==> src/rcm_pkg.sv <==
// rcm_pkg: shared widths, command codes and register indexes for the
// request coalescing mailbox; no dependencies
`timescale 1ns / 1ps

package rcm_pkg;

    localparam int COORD_BITS   = 16;
    localparam int SEQ_BITS     = 32;
    localparam int TIME_BITS    = 48;
    localparam int SESSION_BITS = 32;
    localparam int ROOT_BITS    = 32;
    localparam int RADIUS_BITS  = 10;
    localparam int MS_BITS      = 16;
    localparam int CFG_IDX_BITS = 2;
    localparam int CFG_DATA_BITS = 16;

    typedef enum logic [1:0] {
        CMD_BEGIN   = 2'd0,
        CMD_SUBMIT  = 2'd1,
        CMD_TAKE    = 2'd2,
        CMD_PUBLISH = 2'd3
    } cmd_t;

    typedef enum logic [CFG_IDX_BITS-1:0] {
        REG_RADIUS  = 2'd0,
        REG_WINDOW  = 2'd1,
        REG_BUDGET  = 2'd2,
        REG_UNUSED  = 2'd3
    } cfg_idx_t;

    localparam logic [RADIUS_BITS-1:0] RADIUS_RESET = 10'd4;
    localparam logic [MS_BITS-1:0]     WINDOW_RESET = 16'd16;
    localparam logic [MS_BITS-1:0]     BUDGET_RESET = 16'd100;

endpackage

==> src/request_coalescing_mailbox.sv <==
// request_coalescing_mailbox: single-slot latest-wins request mailbox with
// session numbering, coalescing of near-duplicate submits and publish check
// depends on rcm_pkg
// path: a command is held in the input register, then in the result
//   register, which drives the m_ side; m_ready low holds it there
// throughput: one command per cycle; while a finished result waits for
//   m_ready the input register takes one more transfer, then s_ready drops
// reset: synchronous, active low aresetn; clears sessions, counters, valid
//   flags and both channels; registers return to radius 4, window 16 ms,
//   budget 100 ms
`timescale 1ns / 1ps

module request_coalescing_mailbox (
    input  logic                                aclk,
    input  logic                                aresetn,

    // configuration write channel
    input  logic                                cfg_valid,
    output logic                                cfg_ready,
    input  logic [rcm_pkg::CFG_IDX_BITS-1:0]    cfg_index,
    input  logic [rcm_pkg::CFG_DATA_BITS-1:0]   cfg_data,

    // command channel
    input  logic                                s_valid,
    output logic                                s_ready,
    input  logic [1:0]                          s_command,
    input  logic signed [rcm_pkg::COORD_BITS-1:0] s_point_x,
    input  logic signed [rcm_pkg::COORD_BITS-1:0] s_point_y,
    input  logic [rcm_pkg::ROOT_BITS-1:0]       s_root_id,
    input  logic signed [rcm_pkg::COORD_BITS-1:0] s_bounds_left,
    input  logic signed [rcm_pkg::COORD_BITS-1:0] s_bounds_top,
    input  logic signed [rcm_pkg::COORD_BITS-1:0] s_bounds_right,
    input  logic signed [rcm_pkg::COORD_BITS-1:0] s_bounds_bottom,
    input  logic [rcm_pkg::TIME_BITS-1:0]       s_now_ms,
    input  logic [rcm_pkg::SESSION_BITS-1:0]    s_check_session,
    input  logic [rcm_pkg::SEQ_BITS-1:0]        s_check_sequence,
    input  logic [rcm_pkg::TIME_BITS-1:0]       s_check_submitted_ms,

    // result channel
    output logic                                m_valid,
    input  logic                                m_ready,
    output logic                                m_flag,
    output logic [rcm_pkg::SESSION_BITS-1:0]    m_out_session,
    output logic [rcm_pkg::SEQ_BITS-1:0]        m_out_sequence,
    output logic signed [rcm_pkg::COORD_BITS-1:0] m_out_x,
    output logic signed [rcm_pkg::COORD_BITS-1:0] m_out_y,
    output logic [rcm_pkg::ROOT_BITS-1:0]       m_out_root,
    output logic signed [rcm_pkg::COORD_BITS-1:0] m_out_left,
    output logic signed [rcm_pkg::COORD_BITS-1:0] m_out_top,
    output logic signed [rcm_pkg::COORD_BITS-1:0] m_out_right,
    output logic signed [rcm_pkg::COORD_BITS-1:0] m_out_bottom,
    output logic [rcm_pkg::TIME_BITS-1:0]       m_out_submitted_ms
);

    import rcm_pkg::*;

    // ------------------------------------------------------------------
    // configuration registers, writes taken at any time
    // ------------------------------------------------------------------
    logic [RADIUS_BITS-1:0] radius_reg;
    logic [MS_BITS-1:0]     window_reg;
    logic [MS_BITS-1:0]     budget_reg;

    assign cfg_ready = 1'b1;

    always_ff @(posedge aclk) begin
        if (!aresetn) begin
            radius_reg <= RADIUS_RESET;
            window_reg <= WINDOW_RESET;
            budget_reg <= BUDGET_RESET;
        end else if (cfg_valid) begin
            case (cfg_idx_t'(cfg_index))
                REG_RADIUS: radius_reg <= cfg_data[RADIUS_BITS-1:0];
                REG_WINDOW: window_reg <= cfg_data;
                REG_BUDGET: budget_reg <= cfg_data;
                default: ;  // index beyond the list is dropped
            endcase
        end
    end

    // ------------------------------------------------------------------
    // input register: parts the two channels so one transfer can land
    // while the result register is still held by m_ready low
    // ------------------------------------------------------------------
    logic                          in_valid_reg;
    cmd_t                          in_cmd_reg;
    logic [COORD_BITS-1:0]         in_x_reg;
    logic [COORD_BITS-1:0]         in_y_reg;
    logic [ROOT_BITS-1:0]          in_root_reg;
    logic [COORD_BITS-1:0]         in_left_reg;
    logic [COORD_BITS-1:0]         in_top_reg;
    logic [COORD_BITS-1:0]         in_right_reg;
    logic [COORD_BITS-1:0]         in_bottom_reg;
    logic [TIME_BITS-1:0]          in_now_reg;
    logic [SESSION_BITS-1:0]       in_csess_reg;
    logic [SEQ_BITS-1:0]           in_cseq_reg;
    logic [TIME_BITS-1:0]          in_ctime_reg;

    logic out_valid_reg;
    logic advance;     // result register can take the processed command
    logic fire;        // command in the input register executes this cycle

    assign advance = !out_valid_reg || m_ready;
    assign fire    = in_valid_reg && advance;
    assign s_ready = !in_valid_reg || advance;

    always_ff @(posedge aclk) begin
        if (!aresetn) begin
            in_valid_reg <= 1'b0;
        end else if (s_ready) begin
            in_valid_reg <= s_valid;
        end
    end

    always_ff @(posedge aclk) begin
        if (s_valid && s_ready) begin
            in_cmd_reg    <= cmd_t'(s_command);
            in_x_reg      <= s_point_x;
            in_y_reg      <= s_point_y;
            in_root_reg   <= s_root_id;
            in_left_reg   <= s_bounds_left;
            in_top_reg    <= s_bounds_top;
            in_right_reg  <= s_bounds_right;
            in_bottom_reg <= s_bounds_bottom;
            in_now_reg    <= s_now_ms;
            in_csess_reg  <= s_check_session;
            in_cseq_reg   <= s_check_sequence;
            in_ctime_reg  <= s_check_submitted_ms;
        end
    end

    // ------------------------------------------------------------------
    // mailbox state
    // ------------------------------------------------------------------
    logic [SESSION_BITS-1:0] session_reg;
    logic [SEQ_BITS-1:0]     seq_cnt_reg;
    logic                    newest_valid_reg;
    logic [SEQ_BITS-1:0]     newest_seq_reg;
    logic [COORD_BITS-1:0]   newest_x_reg;
    logic [COORD_BITS-1:0]   newest_y_reg;
    logic [ROOT_BITS-1:0]    newest_root_reg;
    logic [TIME_BITS-1:0]    newest_time_reg;

    logic                    pend_valid_reg;
    logic [SESSION_BITS-1:0] pend_session_reg;
    logic [SEQ_BITS-1:0]     pend_seq_reg;
    logic [COORD_BITS-1:0]   pend_x_reg;
    logic [COORD_BITS-1:0]   pend_y_reg;
    logic [ROOT_BITS-1:0]    pend_root_reg;
    logic [COORD_BITS-1:0]   pend_left_reg;
    logic [COORD_BITS-1:0]   pend_top_reg;
    logic [COORD_BITS-1:0]   pend_right_reg;
    logic [COORD_BITS-1:0]   pend_bottom_reg;
    logic [TIME_BITS-1:0]    pend_time_reg;

    // ------------------------------------------------------------------
    // command datapath
    // ------------------------------------------------------------------
    logic signed [COORD_BITS:0] dx, dy;
    logic [COORD_BITS:0]        adx, ady;
    logic [TIME_BITS:0]         age_newest, age_check;
    logic                       near_x, near_y, in_window, in_budget;
    logic                       merge;
    logic                       publish_ok;
    logic [SESSION_BITS-1:0]    session_next;
    logic [SEQ_BITS-1:0]        seq_next;

    always_comb begin
        // per-axis distance to the newest request, one bit wider for the sign
        dx  = $signed({in_x_reg[COORD_BITS-1], in_x_reg})
            - $signed({newest_x_reg[COORD_BITS-1], newest_x_reg});
        dy  = $signed({in_y_reg[COORD_BITS-1], in_y_reg})
            - $signed({newest_y_reg[COORD_BITS-1], newest_y_reg});
        adx = dx[COORD_BITS] ? (COORD_BITS+1)'(1) + ~dx : dx;
        ady = dy[COORD_BITS] ? (COORD_BITS+1)'(1) + ~dy : dy;
        near_x = adx <= {{(COORD_BITS+1-RADIUS_BITS){1'b0}}, radius_reg};
        near_y = ady <= {{(COORD_BITS+1-RADIUS_BITS){1'b0}}, radius_reg};

        // ages with a borrow bit; a clock that went back counts as too old
        age_newest = {1'b0, in_now_reg} - {1'b0, newest_time_reg};
        age_check  = {1'b0, in_now_reg} - {1'b0, in_ctime_reg};
        in_window  = !age_newest[TIME_BITS] &&
                     (age_newest[TIME_BITS-1:0] <=
                      {{(TIME_BITS-MS_BITS){1'b0}}, window_reg});
        in_budget  = !age_check[TIME_BITS] &&
                     (age_check[TIME_BITS-1:0] <=
                      {{(TIME_BITS-MS_BITS){1'b0}}, budget_reg});

        merge = newest_valid_reg && (newest_root_reg == in_root_reg) &&
                near_x && near_y && in_window;

        publish_ok = newest_valid_reg && (in_csess_reg == session_reg) &&
                     (in_cseq_reg == newest_seq_reg) && in_budget;

        // counters wrap past zero straight to one
        session_next = session_reg + 1'b1;
        if (session_next == '0) begin
            session_next = SESSION_BITS'(1);
        end
        seq_next = seq_cnt_reg + 1'b1;
        if (seq_next == '0) begin
            seq_next = SEQ_BITS'(1);
        end
    end

    // state update, only when a command executes; begin advances the session and
    // drops the valid flags since stale records are never read without them
    always_ff @(posedge aclk) begin
        if (!aresetn) begin
            session_reg      <= '0;
            seq_cnt_reg      <= '0;
            newest_valid_reg <= 1'b0;
            pend_valid_reg   <= 1'b0;
        end else if (fire) begin
            case (in_cmd_reg)
                CMD_BEGIN: begin
                    session_reg      <= session_next;
                    newest_valid_reg <= 1'b0;
                    pend_valid_reg   <= 1'b0;
                end
                CMD_SUBMIT: begin
                    if (!merge) begin
                        seq_cnt_reg      <= seq_next;
                        newest_valid_reg <= 1'b1;
                        pend_valid_reg   <= 1'b1;
                    end
                end
                CMD_TAKE: begin
                    pend_valid_reg <= 1'b0;
                end
                default: ;
            endcase
        end
    end

    // newest and pending records, rewritten by an accepted submit
    always_ff @(posedge aclk) begin
        if (fire && (in_cmd_reg == CMD_SUBMIT) && !merge) begin
            newest_seq_reg   <= seq_next;
            newest_x_reg     <= in_x_reg;
            newest_y_reg     <= in_y_reg;
            newest_root_reg  <= in_root_reg;
            newest_time_reg  <= in_now_reg;
            pend_session_reg <= session_reg;
            pend_seq_reg     <= seq_next;
            pend_x_reg       <= in_x_reg;
            pend_y_reg       <= in_y_reg;
            pend_root_reg    <= in_root_reg;
            pend_left_reg    <= in_left_reg;
            pend_top_reg     <= in_top_reg;
            pend_right_reg   <= in_right_reg;
            pend_bottom_reg  <= in_bottom_reg;
            pend_time_reg    <= in_now_reg;
        end
    end

    // ------------------------------------------------------------------
    // result register; fields a command does not produce read zero
    // ------------------------------------------------------------------
    logic                    flag_next;
    logic [SESSION_BITS-1:0] session_out_next;
    logic [SEQ_BITS-1:0]     seq_out_next;
    logic [COORD_BITS-1:0]   x_next, y_next, left_next, top_next;
    logic [COORD_BITS-1:0]   right_next, bottom_next;
    logic [ROOT_BITS-1:0]    root_next;
    logic [TIME_BITS-1:0]    time_next;

    always_comb begin
        flag_next        = 1'b0;
        session_out_next = '0;
        seq_out_next     = '0;
        x_next           = '0;
        y_next           = '0;
        root_next        = '0;
        left_next        = '0;
        top_next         = '0;
        right_next       = '0;
        bottom_next      = '0;
        time_next        = '0;
        case (in_cmd_reg)
            CMD_BEGIN: begin
                flag_next        = 1'b1;
                session_out_next = session_next;
            end
            CMD_SUBMIT: begin
                if (!merge) begin
                    flag_next    = 1'b1;
                    seq_out_next = seq_next;
                end
            end
            CMD_TAKE: begin
                if (pend_valid_reg) begin
                    flag_next        = 1'b1;
                    session_out_next = pend_session_reg;
                    seq_out_next     = pend_seq_reg;
                    x_next           = pend_x_reg;
                    y_next           = pend_y_reg;
                    root_next        = pend_root_reg;
                    left_next        = pend_left_reg;
                    top_next         = pend_top_reg;
                    right_next       = pend_right_reg;
                    bottom_next      = pend_bottom_reg;
                    time_next        = pend_time_reg;
                end
            end
            CMD_PUBLISH: begin
                flag_next = publish_ok;
            end
            default: ;
        endcase
    end

    always_ff @(posedge aclk) begin
        if (!aresetn) begin
            out_valid_reg <= 1'b0;
        end else if (advance) begin
            out_valid_reg <= in_valid_reg;
        end
    end

    always_ff @(posedge aclk) begin
        if (fire) begin
            m_flag             <= flag_next;
            m_out_session      <= session_out_next;
            m_out_sequence     <= seq_out_next;
            m_out_x            <= x_next;
            m_out_y            <= y_next;
            m_out_root         <= root_next;
            m_out_left         <= left_next;
            m_out_top          <= top_next;
            m_out_right        <= right_next;
            m_out_bottom       <= bottom_next;
            m_out_submitted_ms <= time_next;
        end
    end

    assign m_valid = out_valid_reg;

endmodule

==> config.mk <==
export PLATFORM = sky130hd
export DESIGN_NAME = request_coalescing_mailbox
export DESIGN_NICKNAME = d
export VERILOG_FILES = /design/src/rcm_pkg.sv /design/src/request_coalescing_mailbox.sv
export SDC_FILE = /design/constraint.sdc
export NUM_CORES = 1
export LEC_CHECK = 0
export BUFFER_PORTS_ARGS = -buffer_cell sky130_fd_sc_hd__buf_2
export CORE_UTILIZATION = 60
export CTS_BUF_LIST = sky130_fd_sc_hd__clkbuf_8
export CTS_CLUSTER_SIZE = 16
export DETAILED_ROUTE_END_ITERATION = 7
export PLACE_DENSITY_LB_ADDON = 0.12
export SYNTH_ARGS = -nofsm -noshare
export SYNTH_HDL_FRONTEND = slang
export SYNTH_SLANG_ARGS = --single-unit
==> constraint.sdc <==
create_clock -name aclk -period 20.5 [get_ports aclk]
set_input_delay 2.05 -clock aclk [delete_from_list [all_inputs] [get_ports aclk]]
set_output_delay 2.05 -clock aclk [all_outputs]
set_load 0.005 [all_outputs]
# Word level (Yosys, flattened, before mapping)
# Index checks and enable logic that the tools add are counted.
word_totals:
  register_bits: 881
  word_cells: 116
  in_bits: 313
classes:
  n_bitwise: 3
  reduce_logical: 35
  n_addsub: 8
  n_lt_le_gt_ge: 4
  n_mux: 15
  eq_ne: 9
ops:
  columns: ["cell", "count"]
  rows:
  - ["$mux W32", 5]
  - ["$pmux W32 S2", 2]
  - ["$sub A48 B48 Y49", 2]
  - ["$eq A32 B32 Y1", 3]
  - ["$le A48 B16 Y1", 2]
  - ["$add A32 B1 Y32 const B", 2]
  - ["$logic_not A32 Y1", 2]
  - ["$add A2 B17 Y17 const A", 2]
  - ["$le A17 B10 Y1", 2]
  - ["$mux W17", 2]
  - ["$not A17 Y17", 2]
  - ["$sub A16 B16 Y17", 2]
  - ["$logic_and A1 B1 Y1", 13]
  - ["$reduce_and A2 Y1", 5]
  - ["$reduce_and A3 Y1", 3]
  - ["$eq A2 B2 Y1 const B", 3]
  - ["$logic_not A1 Y1", 5]
  - ["$eq A2 B1 Y1 const B", 2]
  - ["$logic_not A2 Y1", 2]
  - ["$pmux W1 S2", 2]
  - ["$pmux W1 S4", 1]
  - ["$reduce_bool A2 Y1", 2]
  - ["$mux W1", 3]
  - ["$logic_or A1 B1 Y1", 2]
  - ["3 further kinds", 3]

# Depth between registers and ports, before layout
logic_depth:
  ltp_word: 10
  depth_mapped: 25
  depth_no_buf: 25

# Worst setup path after synthesis
# No wires, ideal clock.
synth_timing:
  path_type: "register -> register"
  startpoint: "register, netlist name pend_y_reg[0]"
  endpoint: "register pend_bottom_reg[0] (enable)"
  period_less_slack_ns: 14.590
  setup_slack_ns: 5.910
  required_ns: 19.654
  t_arrival_ns: 13.744
  stages_incl_launch_ff: 22
  path_cell_list: "edfxtp_1 > ha_1 > fa_1 > nand2b_1 > a211oi_2 > o21ai_0 > o41ai_1 > nand2_1 > clkbuf_1 > o31ai_1 > xnor2_1 > ha_1 > and3_1 > nand3_1 > a21oi_1 > o22a_1 > nor4bb_1 > o2111ai_1 > nor4_1 > nand4_2 > nand2_1 > nor2_1"
synth_rtl:
  columns: ["element", "line_no", "rtl"]
  rows:
  - ["end signal, assigned", "request_coalescing_mailbox.sv:252", "pend_bottom_reg <= in_bottom_reg;"]
  - ["end, declared", "request_coalescing_mailbox.sv:153", "logic [COORD_BITS-1:0] pend_bottom_reg;"]

# Worst setup path after layout
layout_timing:
  startpoint: "register in_now_reg[0]"
  endpoint: "register pend_root_reg[9] (enable)"
layout_via:
  elab_chain_cells: 6
layout_rtl:
  columns: ["element", "line_no", "rtl"]
  rows:
  - ["start, declared", "request_coalescing_mailbox.sv:94", "logic [TIME_BITS-1:0] in_now_reg;"]
  - ["start signal, assigned", "request_coalescing_mailbox.sv:125", "in_now_reg <= s_now_ms;"]
  - ["$sub A48 B48 Y49 (*)", "request_coalescing_mailbox.sv:180", "age_newest = {1'b0, in_now_reg} - {1'b0, newest_time_reg};"]
  - ["$le A48 B16 Y1 / $logic_not A1 Y1 (equally long branches)", "request_coalescing_mailbox.sv:183, request_coalescing_mailbox.sv:182", null]
  - ["$logic_and A1 B1 Y1 (*)", "request_coalescing_mailbox.sv:182", "in_window = !age_newest[TIME_BITS] &&"]
  - ["$logic_and A1 B1 Y1 (*)", "request_coalescing_mailbox.sv:190", "near_x && near_y && in_window;"]
  - ["$logic_not A1 Y1 (*)", null, null]
  - ["$logic_and A1 B1 Y1 (*)", "request_coalescing_mailbox.sv:238", "if (fire && (in_cmd_reg == CMD_SUBMIT) && !merge) begin"]
  - ["end signal, assigned", "request_coalescing_mailbox.sv:248", "pend_root_reg <= in_root_reg;"]
  - ["end, declared", "request_coalescing_mailbox.sv:149", "logic [ROOT_BITS-1:0] pend_root_reg;"]
# Mark *: on every way between the ends. The rest lies on a longest branch, timed or not.
# A chain may end at the register's enable or synchronous reset.

==> results.md <==
* Core area at 0.0716 mm2
* Crit path launch: in_now_reg[0]
* Cell count along the critical path at 26
* # IOs at 557
* Hold buffers post-CTS at 0
* Sum Neg Setup Slack at 0 ns
* CTS tree: yes
* Max_cap viols at 0
* Routed WL at 125,000 um
* GR peak layer: met2
* Status: finished, final reports clean
* Final Non-Filler Cells at ~5,400
* Synth cell types at around 100
* Cell family with most CP delay: simple AND/OR/NAND/NOR gates
* Worst r2r dst: pend_root_reg[9]
* Die H at 271 um
* Commonest cells after routing, fill and taps aside: edfxtp_1, buf_2, inv_1
* Root Driver: clkbuf_8
* DR WL/cell at 23.1 um
* Met1 usage at 46.7%
* Hold Crit Class: reg2reg
* Final Instance Area at 0.0497 mm2
* CTS Buffer Depth at 3
* # H-tree levels at 4
* Grt ovf at 0
* 1st-iter DRT viols at 3,412
* Slowest CP cell: o32ai_1
* GR Layer Usage met3 at under 10%
* Drt first pass iters at 6
* # fillers at 5,312
* Final setup vio count at 0
* Cell count after synthesis at roughly 3,800
* Leak at 20.1 nW
* DP Cell Count at 5,119
* Die width at 271 um
* Final GP Congestion at 0.989
* Setup bufs post-CTS at 0
* Worst Skew at 0.0553 ns
* Worst reg2reg path startpoint: in_now_reg[0]
* Synthesized area at 0.0435 mm2
* Max Freq at around 130 MHz
* Worst r2r path cells at 26
* Area Overhead vs Synth at 14.3%
* Minimum clock period at a little under 8 ns
* Post-route ant nets at 0
* Skew-Pair Late Insertion Delay at just over 0.8 ns
* Reg2Reg Setup Slack at ~13 ns
* Power Dens Cells at between 80 and 90 mW/mm2
* Post-DR vias/cell at 6.02
* Dpl cell area at about 0.047 mm2
* Slew HR at 26.6%
* Crit-path max FO at 137
* RSZ-0062 raised after global routing: false
* Number of synthesized flops with an enable pin at 771
* Clock sink total at ~900
* Num CTS Buffers at 140
* Sequential-to-total area share from yosys stat at between 50% and 60%
* Reg clk slew, reported paths at about 0.07 ns
* All-layer global routing usage at 33.3%
* Number of global-route vias before repair at between 30,000 and 40,000
* Critical setup path kind: reg2reg
* Worst IR Drop VDD at 67.9 uV
* Critical Path Source Type: flip-flop
* Mapped Nets at around 4,300
* Fin crit share at 38.4%
* GRT met2 Usage at between 50% and 60%
* First-pass GRT wire length at around 180,000 um
* Via Count at ~32,000
* Arr. time, crit path at ~8.3 ns
* Primary FF master, synth: edfxtp_1
* DRC Markers at 0
* Final Hold Fails at 0
* Buf+Inv Stages, Crit Path at 5
* # rows at 98
* Syn Area/Cell at between 10 and 15 um2
* Yosys reg bits at about 880
* Max stage delay on crit path at 0.78 ns
* Post-CTS Resized at 0
* Initial antenna violation count at 14
* Post-layout net count at approximately 4,800
* Register area at 0.0254 mm2
* Commonest non-fill, non-tap cell in the layout: edfxtp_1
* CP Capture Type: flip-flop
* Starting Density at 60.7%
* Required time worst endpoint at 20.96 ns
* DP Wirelength at 92,700 um
* Layout cell share with drive strength beyond 1 at 18.2%
* Largest net degree at the start of global routing at 171
* FFs w/ async S/R, synth at 0%
* Yosys warns at 0
* Final-report max-slew violation count at 0
* Worst-margin pin slew at 1.10 ns
* Die area at 0.0735 mm2
* PortBufs at around 560
* Multi-input logic area at ~0.016 mm2
* End of the critical path: pend_root_reg[9]
-- cell usage after synthesis, drive strengths merged, types with 18 or more instances --
cell	instances	area, um2
a211oi	27	223
a21o	56	420
a21oi	226	1130
a31oi	20	125
and2	28	175
and3	215	1350
and4	18	158
buf	29	176
clkbuf	150	563
dfxtp	110	2200
edfxtp	771	23200
ha	188	2350
inv	275	1030
mux2i	27	270
nand2	308	1160
nand2b	34	213
nand3	84	425
nand4	98	647
nor2	192	721
nor2b	19	126
nor3	60	305
nor4	52	365
o211ai	21	158
o21a	31	233
o21ai	172	861
or3	23	149
xnor2	154	1350
xor2	114	998
-- stage by stage --
step	hold WS, ns	power (mW)	util [%]	setup WS [ns]
after floorplan	0.400	2.40	-	5.91
after global placement	0.400	2.57	65.5	13.07
after detailed placement	0.405	2.57	65.5	12.82
after CTS	0.409	4.03	69.3	12.77
after global routing	0.416	4.15	69.3	12.08
final	0.403	4.01	69.4	12.63
-- layer usage --
metal / vias to the layer above / share of wire, % / wire (um)
li1: 15039 / - / -
met5: - / 0.075 / 94
met1: 15792 / 42 / 52600
met2: 1373 / 46 / 57900
met4: 16 / 2.4 / 3040
met3: 180 / 8.8 / 11000
-- worst min-delay path by stage --
stage / to / cells after the start / slack, ns / from
after global routing: pend_left_reg[8] / 0 / 0.42 / in_left_reg[8]
final: pend_top_reg[2] / 0 / 0.40 / in_top_reg[2]
after detailed placement: pend_bottom_reg[3] / 0 / 0.40 / in_bottom_reg[3]
after CTS: pend_top_reg[2] / 0 / 0.41 / in_top_reg[2]
after floorplan: pend_bottom_reg[0] / 0 / 0.40 / in_bottom_reg[0]
after global placement: pend_top_reg[5] / 0 / 0.40 / in_top_reg[5]
-- logic make-up after synthesis --
kind of cell / count (synthesis) / share of synthesized area (%)
flip-flops: 881 / 58.3
AO/OA/AOI/OAI: 749 / 11.2
multiplexers: 29 / 0.700
adder cells (fa/ha/maj): 192 / 5.60
other: 1 / 0.00863
AND/OR/NAND/NOR: 1202 / 14.6
XOR/XNOR: 268 / 5.40
buffers and inverters: 455 / 4.09
-- power breakdown --
part | switching [mW] | internal [mW]
sequential | 0.0355 | 2.02
clock | 0.739 | 0.728
combinational | 0.307 | 0.180
-- cell type report --
| class | instances | area share (%) |
|---|---|---|
| antenna | 10 | 0.0504 |
| clock buffer | 147 | 4.07 |
| clock inverter | 110 | 1.47 |
| inverter | 276 | 2.10 |
| multi-input combinational | 2441 | 32.9 |
| sequential | 881 | 51.1 |
| tap | 950 | 2.39 |
| timing repair buffer | 571 | 5.91 |
Note: power is estimated with default switching activity, not from simulation.
